<file path="src/sv/assert_macros.svh">
// assertion macros shared by the encoder modules
`ifndef ASSERT_MACROS_SVH
`define ASSERT_MACROS_SVH

// condition must never hold outside reset
`define ASSERT_NEVER(label, clk, rst, expr) \
  label: assert property (@(posedge clk) disable iff (rst) !(expr)) \
    else $error("assertion violated: condition must never hold");

// trigger in one cycle implies the condition in the next cycle
`define ASSERT_NEXT(label, clk, rst, trig, cond) \
  label: assert property (@(posedge clk) disable iff (rst) (trig) |=> (cond)) \
    else $error("assertion violated: expected follow-up did not occur");

`endif

</file>
<file path="src/sv/b64_pkg.sv">
// types, character constants and sextet lookup for the base64 encoder
`default_nettype none

package b64_pkg;

  // one closed group of up to three bytes, missing bytes zero
  typedef struct packed {
    logic [23:0] bytes;   // first byte in the top bits
    logic [1:0]  nbytes;  // 1 to 3 real bytes
    logic        fin;     // group ends the message
  } grp_t;

  localparam logic [6:0] CH_UPPER_A = 7'h41;
  localparam logic [6:0] CH_LOWER_A = 7'h61;
  localparam logic [6:0] CH_DIGIT_0 = 7'h30;
  localparam logic [6:0] CH_PLUS    = 7'h2B;
  localparam logic [6:0] CH_SLASH   = 7'h2F;
  localparam logic [6:0] CH_PAD     = 7'h3D;

  localparam logic [1:0] LAST_IDX   = 2'd3;
  localparam logic [1:0] FULL_COUNT = 2'd2;

  // sextet to character of the standard alphabet
  function automatic logic [6:0] sym(input logic [5:0] v);
    logic [6:0] v7;
    v7 = {1'b0, v};
    case (v) inside
      [6'd0:6'd25]:  sym = CH_UPPER_A + v7;
      [6'd26:6'd51]: sym = CH_LOWER_A + v7 - 7'd26;
      [6'd52:6'd61]: sym = CH_DIGIT_0 + v7 - 7'd52;
      6'd62:         sym = CH_PLUS;
      default:       sym = CH_SLASH;
    endcase
  endfunction

endpackage

`default_nettype wire

</file>
<file path="src/sv/b64_front.sv">
// front end: collects bytes into groups of up to three and closes them
`default_nettype none

module b64_front (
  input  logic              clk,
  input  logic              rst,
  input  logic              byte_valid,
  output logic              byte_stall,
  input  logic [7:0]        data_byte,
  input  logic              final_byte,
  input  logic              q_full,
  output logic              push,
  output b64_pkg::grp_t     push_grp
);
  import b64_pkg::*;

  logic [1:0] cnt;
  logic [7:0] pend0;
  logic [7:0] pend1;
  logic       accept;
  logic       closes;

  // hold input while the queue has no room
  assign byte_stall = q_full;
  assign accept     = byte_valid && !byte_stall;
  assign closes     = (cnt == FULL_COUNT) || final_byte;
  assign push       = accept && closes;

  // assemble the closing group, missing bytes zero
  always_comb begin
    push_grp.bytes[23:16] = (cnt == 2'd0) ? data_byte : pend0;
    push_grp.bytes[15:8]  = (cnt == 2'd1) ? data_byte :
                            ((cnt == FULL_COUNT) ? pend1 : 8'd0);
    push_grp.bytes[7:0]   = (cnt == FULL_COUNT) ? data_byte : 8'd0;
    push_grp.nbytes       = cnt + 2'd1;
    push_grp.fin          = final_byte;
  end

  // pending byte count
  always_ff @(posedge clk) begin
    if (rst) begin
      cnt <= 2'd0;
    end else if (accept) begin
      cnt <= closes ? 2'd0 : cnt + 2'd1;
    end
  end

  // pending byte storage
  always_ff @(posedge clk) begin
    if (accept && !closes) begin
      if (cnt == 2'd0) begin
        pend0 <= data_byte;
      end else begin
        pend1 <= data_byte;
      end
    end
  end

endmodule

`default_nettype wire

</file>
<file path="src/sv/b64_queue.sv">
// short register queue of closed groups between front and back
`default_nettype none
`include "assert_macros.svh"

module b64_queue #(
  parameter int DEPTH = 2
) (
  input  logic          clk,
  input  logic          rst,
  input  logic          push,
  input  b64_pkg::grp_t push_grp,
  output logic          full,
  output logic          q_valid,
  input  logic          pop,
  output b64_pkg::grp_t pop_grp
);
  import b64_pkg::*;

  localparam int AW = (DEPTH > 1) ? $clog2(DEPTH) : 1;
  localparam int CW = $clog2(DEPTH + 1);

  grp_t          entries [DEPTH];
  logic [AW-1:0] wr_ptr;
  logic [AW-1:0] rd_ptr;
  logic [CW-1:0] count;

  assign full    = (count == CW'(DEPTH));
  assign q_valid = (count != '0);
  assign pop_grp = entries[rd_ptr];

  // pointers and fill count
  always_ff @(posedge clk) begin
    if (rst) begin
      wr_ptr <= '0;
      rd_ptr <= '0;
      count  <= '0;
    end else begin
      if (push) begin
        wr_ptr <= (wr_ptr == AW'(DEPTH - 1)) ? '0 : wr_ptr + 1'b1;
      end
      if (pop) begin
        rd_ptr <= (rd_ptr == AW'(DEPTH - 1)) ? '0 : rd_ptr + 1'b1;
      end
      if (push && !pop) begin
        count <= count + 1'b1;
      end else if (pop && !push) begin
        count <= count - 1'b1;
      end
    end
  end

  // entry storage
  always_ff @(posedge clk) begin
    if (push) begin
      entries[wr_ptr] <= push_grp;
    end
  end

  `ASSERT_NEVER(a_push_full, clk, rst, push && full)
  `ASSERT_NEVER(a_pop_empty, clk, rst, pop && !q_valid)

endmodule

`default_nettype wire

</file>
<file path="src/sv/b64_back.sv">
// back end: turns each group into four characters, one per beat
`default_nettype none
`include "assert_macros.svh"

module b64_back (
  input  logic          clk,
  input  logic          rst,
  input  logic          q_valid,
  input  b64_pkg::grp_t q_grp,
  output logic          pop,
  output logic          char_valid,
  input  logic          char_stall,
  output logic [6:0]    out_char,
  output logic          out_last
);
  import b64_pkg::*;

  grp_t       grp;
  logic       busy;
  logic [1:0] idx;
  logic       advance;
  logic [5:0] sextet;
  logic [6:0] ch;
  logic       last;

  // output register free and a group in work
  assign advance = busy && (!char_valid || !char_stall);
  // take the next group when idle or on the last character
  assign pop     = q_valid && (!busy || (advance && idx == LAST_IDX));

  // select sextet and map to a character or pad
  always_comb begin
    case (idx)
      2'd0:    sextet = grp.bytes[23:18];
      2'd1:    sextet = grp.bytes[17:12];
      2'd2:    sextet = grp.bytes[11:6];
      default: sextet = grp.bytes[5:0];
    endcase
    ch   = (idx > grp.nbytes) ? CH_PAD : sym(sextet);
    last = grp.fin && (idx == LAST_IDX);
  end

  // sequencing and output valid
  always_ff @(posedge clk) begin
    if (rst) begin
      busy       <= 1'b0;
      idx        <= 2'd0;
      char_valid <= 1'b0;
    end else begin
      if (advance) begin
        char_valid <= 1'b1;
      end else if (char_valid && !char_stall) begin
        char_valid <= 1'b0;
      end
      if (pop) begin
        busy <= 1'b1;
        idx  <= 2'd0;
      end else if (advance) begin
        idx <= idx + 2'd1;
        if (idx == LAST_IDX) begin
          busy <= 1'b0;
        end
      end
    end
  end

  // group and output payload
  always_ff @(posedge clk) begin
    if (pop) begin
      grp <= q_grp;
    end
    if (advance) begin
      out_char <= ch;
      out_last <= last;
    end
  end

  `ASSERT_NEXT(a_pop_starts, clk, rst, pop, busy && idx == 2'd0)
  `ASSERT_NEVER(a_pop_midgroup, clk, rst, pop && busy && idx != LAST_IDX)

endmodule

`default_nettype wire

</file>
<file path="src/sv/base64_stream_encoder_top.sv">
// base64 stream encoder: bytes in, padded base64 characters out
// a closed group passes a queue entry and the back end's group register, and its
// characters leave the output register; throughput: the back end emits one character
//   per cycle while not stalled and a group is queued, four characters per group
// the group queue (QUEUE_DEPTH entries) stalls input only when it is full
// synchronous active-high reset clears pending count, queue and output valid
`default_nettype none

module base64_stream_encoder_top #(
  parameter int QUEUE_DEPTH = 2
) (
  input  logic       clk,
  input  logic       rst,
  input  logic       byte_valid,
  output logic       byte_stall,
  input  logic [7:0] data_byte,
  input  logic       final_byte,
  output logic       char_valid,
  input  logic       char_stall,
  output logic [6:0] out_char,
  output logic       out_last
);
  import b64_pkg::*;

  grp_t push_grp;
  grp_t pop_grp;
  logic push;
  logic pop;
  logic q_full;
  logic q_valid;

  // byte collection
  b64_front u_front (
    .clk        (clk),
    .rst        (rst),
    .byte_valid (byte_valid),
    .byte_stall (byte_stall),
    .data_byte  (data_byte),
    .final_byte (final_byte),
    .q_full     (q_full),
    .push       (push),
    .push_grp   (push_grp)
  );

  // group queue
  b64_queue #(
    .DEPTH (QUEUE_DEPTH)
  ) u_queue (
    .clk      (clk),
    .rst      (rst),
    .push     (push),
    .push_grp (push_grp),
    .full     (q_full),
    .q_valid  (q_valid),
    .pop      (pop),
    .pop_grp  (pop_grp)
  );

  // character generation
  b64_back u_back (
    .clk        (clk),
    .rst        (rst),
    .q_valid    (q_valid),
    .q_grp      (pop_grp),
    .pop        (pop),
    .char_valid (char_valid),
    .char_stall (char_stall),
    .out_char   (out_char),
    .out_last   (out_last)
  );

endmodule

`default_nettype wire
</file>
<file path="config.mk">
export PLATFORM = sky130hd
export DESIGN_NAME = base64_stream_encoder_top
export DESIGN_NICKNAME = d
export VERILOG_FILES = /design/src/sv/b64_pkg.sv /design/src/sv/b64_front.sv /design/src/sv/b64_queue.sv /design/src/sv/b64_back.sv /design/src/sv/base64_stream_encoder_top.sv
export VERILOG_INCLUDE_DIRS = /design/src /design/src/sv
export SDC_FILE = /design/constraint.sdc
export NUM_CORES = 1
export LEC_CHECK = 0
export ABC_CLOCK_PERIOD_IN_PS = 6900
export BUFFER_PORTS_ARGS = -buffer_cell sky130_fd_sc_hd__buf_2
export CAP_MARGIN = 25
export CORE_UTILIZATION = 55
export CTS_CLUSTER_DIAMETER = 60
export CTS_CLUSTER_SIZE = 24
export DETAILED_ROUTE_END_ITERATION = 12
export PLACE_DENSITY = 0.73
export SLEW_MARGIN = 20
export SYNTH_ARGS = -nofsm -noshare
export SYNTH_HDL_FRONTEND = slang
export SYNTH_SLANG_ARGS = --single-unit
export TNS_END_PERCENT = 10
</file>
<file path="constraint.sdc">
create_clock -name clk -period 6.9 [get_ports clk]
set_clock_uncertainty 0.15 [all_clocks]
set_input_delay 1.725 -clock clk [delete_from_list [all_inputs] [get_ports clk]]
set_output_delay 1.725 -clock clk [all_outputs]
set_load 0.02 [all_outputs]
</file>
; Word level (Yosys, flattened, before mapping)
; Memory sizes are Yosys's and may differ from the RTL's. A register that Yosys moved wholly into a read port is not among the register bits.
; Index checks and enable logic that the tools add are counted.
[totals]
regBits = 34
mem_bits_rw = 54
out_inout_bits = 10
elab_cells = 92
mem_count = 1
[mem_list]
columns = name, words, word_bits, rd, rd_clocked_by_memory_dff, write_ports, line_no
row1 = u_queue.entries, 2, 27, 1, 1, 1, b64_queue.sv:22  ; grp_t entries [DEPTH];
[classes]
addsub = 11
magnitude_cmp = 7
eq_ne = 7
muxes = 21
bitwise_logic = 1
reduce_logical = 33
[ops]
columns = op, count
row1 = 8-bit 2-to-1 mux, 4
row2 = 7-bit 2-to-1 mux, 3
row3 = 6-bit case mux with 3 select lines, 1
row4 = "7-bit by 6-bit adder with 7-bit output, first input constant", 2
row5 = 1-bit logical AND, 13
row6 = "6-bit less-or-equal comparator, second input constant", 2
row7 = 2-bit nonzero test, 5
row8 = 1-bit 2-to-1 mux, 9
row9 = "2-bit == test, second input constant", 4
row10 = "6-bit by 6-bit adder with 7-bit output, first input constant", 1
row11 = 1-bit zero test, 7
row12 = "7-bit by 5-bit subtractor with 7-bit output, second input constant", 1
row13 = "7-bit by 6-bit subtractor with 7-bit output, second input constant", 1
row14 = "2-bit by 1-bit adder with 2-bit output, second input constant", 3
row15 = "6-bit == test, second input constant", 1
row16 = "6-bit by 1-bit >= comparator with 1-bit output, second input constant", 1
row17 = "6-bit by 5-bit >= comparator with 1-bit output, second input constant", 1
row18 = "6-bit >= comparator, second input constant", 1
row19 = "6-bit by 5-bit less-or-equal comparator with 1-bit output, second input constant", 1
row20 = 2-bit 2-to-1 mux, 3
row21 = "2-bit by 1-bit == test with 1-bit output, second input constant", 2
row22 = 2-bit zero test, 2
row23 = 2-bit AND reduction, 2
row24 = 1-bit logical OR, 3
row25 = other kinds (6), 7

; Depth between registers and ports, before layout
[depth]
ltp_word = 9
depth_mapped = 11
ltp_nobuf = 11

; Modules after synthesis
; A second synthesis with hierarchy kept.
[hier_totals]
cells_unflattened = 328
area_unflattened_um2 = 4982.3
[modules_own_cells]
columns = module, instances, cells_per_inst, area_per_inst_um2, seq_area_each_um2
row1 = b64_queue, 1, 106, 2163.3, 1721.7
row2 = b64_back, 1, 147, 1911.8, 1131.1
row3 = b64_front, 1, 75, 907.1, 520.5

; Worst setup path after synthesis
; OpenSTA, ideal clock, no wires.
[synth_timing]
path_type = in2reg
start = in char_stall
end = reg u_queue.count[1]
setup_time_ps = 71
arrival_ps = 4361
required_ps = 6679
path_slack_ps = 2318
path_stages = 7
n_path_buf = 0
path_cell_list = nand2_1 nand2_1 a21oi_1 inv_1 ha_1 or3_1 a21oi_1
[synth_between]
elab_chain_cells = 9
elab_cells_between_ends = 11
[synth_lines]
columns = item, line_no
row1 = from (decl), base64_stream_encoder_top.sv:19  ; input logic char_stall,
row2 = 1-bit zero test (*), b64_back.sv:27  ; assign advance = busy && (!char_valid || !char_stall);
row3 = 1-bit logical OR (*), b64_back.sv:27
row4 = 1-bit logical AND (*), b64_back.sv:27
row5 = 1-bit logical AND (*), b64_back.sv:29  ; assign pop = q_valid && (!busy || (advance && idx == LAST_IDX));
row6 = 1-bit logical OR (*), b64_back.sv:29
row7 = 1-bit logical AND (*), b64_back.sv:29
row8 = via pop, base64_stream_encoder_top.sv:28  ; logic pop;
row9 = 1-bit zero test, b64_queue.sv:44  ; if (push && !pop) begin
row10 = 1-bit logical AND, b64_queue.sv:44
row11 = 2-bit 2-to-1 mux or 2-bit nonzero test (tied branches), -
row12 = to (signal assigned), b64_queue.sv:45  ; count <= count + 1'b1;
row13 = to (signal assigned), b64_queue.sv:47  ; count <= count - 1'b1;
row14 = to (decl), b64_queue.sv:25  ; logic [CW-1:0] count;
; Mark *: on every way through the listed nets, which the timed path passes. The rest lies on a longest branch.
; A chain may end at the register's enable or synchronous reset.

; Worst setup path after layout
[layout_timing]
start = reg u_back.idx[0]
end = reg u_back.out_char[1], data pin
[layout_between]
elab_chain_cells = 7
elab_cells_between_ends = 22
[layout_lines]
columns = item, line_no
row1 = from (decl), b64_back.sv:20  ; logic [1:0] idx;
row2 = from (signal assigned), b64_back.sv:59  ; idx <= idx + 2'd1;
row3 = "2-bit == test, or another cell as far along", b64_back.sv:33  ; case (idx)
row4 = 6-bit case mux with 3 select lines, b64_back.sv:33
row5 = "6-bit by 6-bit adder with 7-bit output, or another cell as far along", b64_pkg.sv:30  ; [6'd52:6'd61]: sym = CH_DIGIT_0 + v7 - 7'd52;
row6 = 7-bit by 6-bit subtractor with 7-bit output or 1-bit logical AND (tied branches), "b64_pkg.sv:30, b64_back.sv:39"
row7 = 7-bit 2-to-1 mux (3 in a row), b64_pkg.sv:27  ; case (v) inside
row8 = to (signal assigned), b64_back.sv:73  ; out_char <= ch;
row9 = to (decl), b64_back.sv:13  ; output logic [6:0] out_char,
; Parallel ways exist; a longest one is shown, timed or not.

==> impl_metrics.json <==
{
  "status": "complete, no violations",
  "initial_core_util_pct": 57.7,
  "fin_tns_setup_ns": 0,
  "rsz0062_at_grt": "false",
  "grt_usage_pct": 20.3,
  "hold_path_depth": 2,
  "firstDrtPassIters": 5,
  "reg2regPathDepth": 9,
  "synthTopCellsByArea": "edfxtp_1, mux2_2, ha_1",
  "cp.arrival_ns": 3.52,
  "cts_tree": "yes",
  "netlist.area_leader.share_pct": 65.2,
  "r2r_slack_ns": 3.48,
  "slew_headroom_pct": 41.2,
  "synthSimpleGateAreaFrac_pct": 6.08,
  "grt_max_degree": 32,
  "coreArea_mm2": 0.00838,
  "irDropWorstVdd_mv": 0.205,
  "overflow": 0,
  "cp_top_family": "adder cells",
  "setup_viol": 0,
  "grt_pass1_wl_um": 13000,
  "worstHoldStart": "u_back.busy$_SDFFE_PP0P_",
  "finalMaxSlewViolations": 0,
  "yosysMostFrequentCell": "edfxtp_1",
  "synth_nets": 343,
  "layout.cells.non_filler": 465,
  "yosys.area_share.adder_pct": 4.40,
  "remaining_drc_errors": 0,
  "fill_cells": 592,
  "antenna_found_initial": 0,
  "io_buffer_count": 22,
  "critPathCaptureType": "flop",
  "dp.cells": 433,
  "path_clk_slew_ns": 0.06,
  "path_cells": "ha_1 > mux2i_1 > inv_1 > ha_1 > nor2_1 > nor2_1 > o21ai_0 > and3_1 > nor3_1",
  "layout.nets": 377,
  "clock-root-buffer": "clkbuf_8",
  "critPathSlowestCell": "mux2i_1",
  "clock_latency_ns": 0.52,
  "drt_iter0_drc": 156,
  "worst_ep_required_time_ns": 7.01,
  "dr_total_vias": 2614,
  "finalCritPeriodShare_pct": 49.5,
  "placement_rows": 33,
  "synth_warnings": 0,
  "synth_top_flop_cell": "edfxtp_1",
  "worstPathMaxFanout": 8,
  "wl_per_cell_um": 17.3,
  "slowest_delay_ns": 0.61,
  "totalWireLength_um": 8030,
  "grt_pass1_vias": 2656,
  "hold_viol_final": 0,
  "dieWidth_um": 95.8,
  "avgSynthCellArea_um2": 15.5,
  "power_leakage_nw": 2.03,
  "synth_common_cells": "edfxtp_1, mux2_2, ha_1, nor2_1, inv_1",
  "worst-path-buf-inv": 1,
  "yosysSeqAreaShare_pct": 69.3,
  "antenna_left": 0,
  "ioPinCount": 23,
  "antenna_cells": 0,
  "synth_top_family_by_area": "multiplexers",
  "syn_to_final_growth_pct": 16.0,
  "gp_routability_congestion": 0.833,
  "fmax_mhz": 293,
  "synthDistinctLibCells": 40,
  "cts_hold_buf": 0,
  "postSynthCellCount": 313,
  "min_period_ns": 3.42,
  "r2r_start": "u_back.idx[0]$_SDFFE_PP0P_",
  "start_kind": "flop",
  "drv_cap": 0,
  "ctsResizeCount": 0,
  "synth_compound_area_share_pct": 6.29,
  "worstReg2RegEnd": "u_back.out_char[1]$_SDFFCE_PN0P_",
  "cts.sinks": 115,
  "dieArea_mm2": 0.00917,
  "synth_edf_count": 105,
  "min_path_type": "flop to flop",
  "ys_async_sr_fraction_pct": 0,
  "worst_slew_pin_slew_ns": 0.857,
  "critical_path_class": "flop to flop",
  "post_cts_buffers": 0,
  "power_density_mw_per_mm2": 449,
  "htreeDepth": 4,
  "die_h_um": 95.8,
  "synth_xor_xnor_area_share_pct": 1.81,
  "synth_top_area_cell": "edfxtp_1",
  "hpwl_um": 5150,
  "drive_gt1_share_pct": 27.2,
  "synth.area.mux_share_pct": 9.96,
  "final_cell_area_mm2": 0.00561,
  "hold_end": "u_back.busy$_SDFFE_PP0P_",
  "via_per_inst": 5.62,
  "place_area_mm2": 0.00507,
  "netlist_area_mm2": 0.00484,
  "ys_seq_elements": 115,
  "ctsLongestPathBuffers": 2,
  "timing.hold.ws_ns": 0.346,
  "numCtsBuffers": 17
}
==> layer usage <==
layer  share of wire [%]  track usage, %
met1                  44            25.4
met2                  49            31.5
met3                 5.3            7.19
met4                 1.7            9.70
met5                   0               0
==> metrics by stage <==
| stage | setup slack (ns) | util [%] | power (mW) |
|---|---|---|---|
| finish | 3.48 | 67.0 | 2.52 |
| global route | 3.21 | 67.0 | 2.67 |
| floorplan | 2.32 | - | 1.57 |
| CTS | 3.55 | 66.9 | 2.53 |
| detailed placement | 3.24 | 60.5 | 1.75 |
| global placement | 3.34 | 60.5 | 1.72 |
==> worst reg2reg max path: stages, from the launching register on <==
cell and delay, ns:
dfxtp_1 0.43, ha_1 0.44, mux2i_1 0.61, inv_1 0.19, ha_1 0.27, nor2_1 0.28, nor2_1 0.11, o21ai_0 0.39
and3_1 0.24, nor3_1 0.06
==> cell usage in the layout (no fill, tap or decap), drive strengths merged, types with 6 or more instances in the layout <==
cell type and count:
a21oi 8, a222oi 6, a22o 7, and2 11, buf 26, clkbuf 19, clkinv 11, dfxtp 10
edfxtp 105, ha 17, inv 15, mux2 36, mux2i 6, nand2 11, nor2 17, nor3 6
o21ai 9
==> worst max-delay path by stage <==
| stage | from | to | slack (ns) | depth (start not counted) |
|---|---|---|---|---|
| detailed placement | char_stall | u_queue.count[1]$_SDFFE_PP0P_ | 3.24 | 9 |
| finish | u_back.idx[0]$_SDFFE_PP0P_ | u_back.out_char[1]$_SDFFCE_PN0P_ | 3.48 | 9 |
| global route | u_back.idx[0]$_SDFFE_PP0P_ | u_back.out_char[1]$_SDFFCE_PN0P_ | 3.21 | 11 |
| global placement | char_stall | u_queue.count[1]$_SDFFE_PP0P_ | 3.34 | 9 |
| floorplan | char_stall | u_queue.count[1]$_SDFFE_PP0P_ | 2.32 | 7 |
| CTS | u_back.idx[0]$_SDFFE_PP0P_ | u_back.out_char[1]$_SDFFCE_PN0P_ | 3.55 | 11 |
==> layout make-up <==
cell class	instances	area, um2	share of cell area [%]
sequential	115	3350	59.7
multi-input combinational	171	1390	24.8
clock buffer	19	422	7.51
timing repair buffer	26	140	2.50
tap	105	131	2.34
clock inverter	13	114	2.03
inverter	16	60.1	1.07
==> power breakdown <==
| group | switching [mW] | internal [mW] |
|---|---|---|
| Combinational | 0.454 | 0.293 |
| Sequential | 0.0430 | 0.956 |
| Clock | 0.300 | 0.475 |
==> kinds of logic after synthesis <==
| family | Yosys count |
|---|---|
| XOR/XNOR | 10 |
| adder cells (fa/ha/maj) | 17 |
| flip-flops | 115 |
| AND/OR/NAND/NOR | 60 |
| buffers and inverters | 27 |
| multiplexers | 42 |
| AO/OA/AOI/OAI | 42 |
==> state kept, by name, summed over array words and instances, names as in the netlist <==
| name | count |
|---|---|
| u_queue.entries | 54 |
| u_back.grp | 27 |
| u_front.pend0 | 8 |
| u_front.pend1 | 8 |
| u_back.out_char | 7 |
| u_back.idx | 2 |
| u_front.cnt | 2 |
| u_queue.count | 2 |
| u_back.busy | 1 |
| u_back.char_valid | 1 |
| u_back.out_last | 1 |
| u_queue.rd_ptr | 1 |
| u_queue.wr_ptr | 1 |
Power figures use the tool's default switching activity.
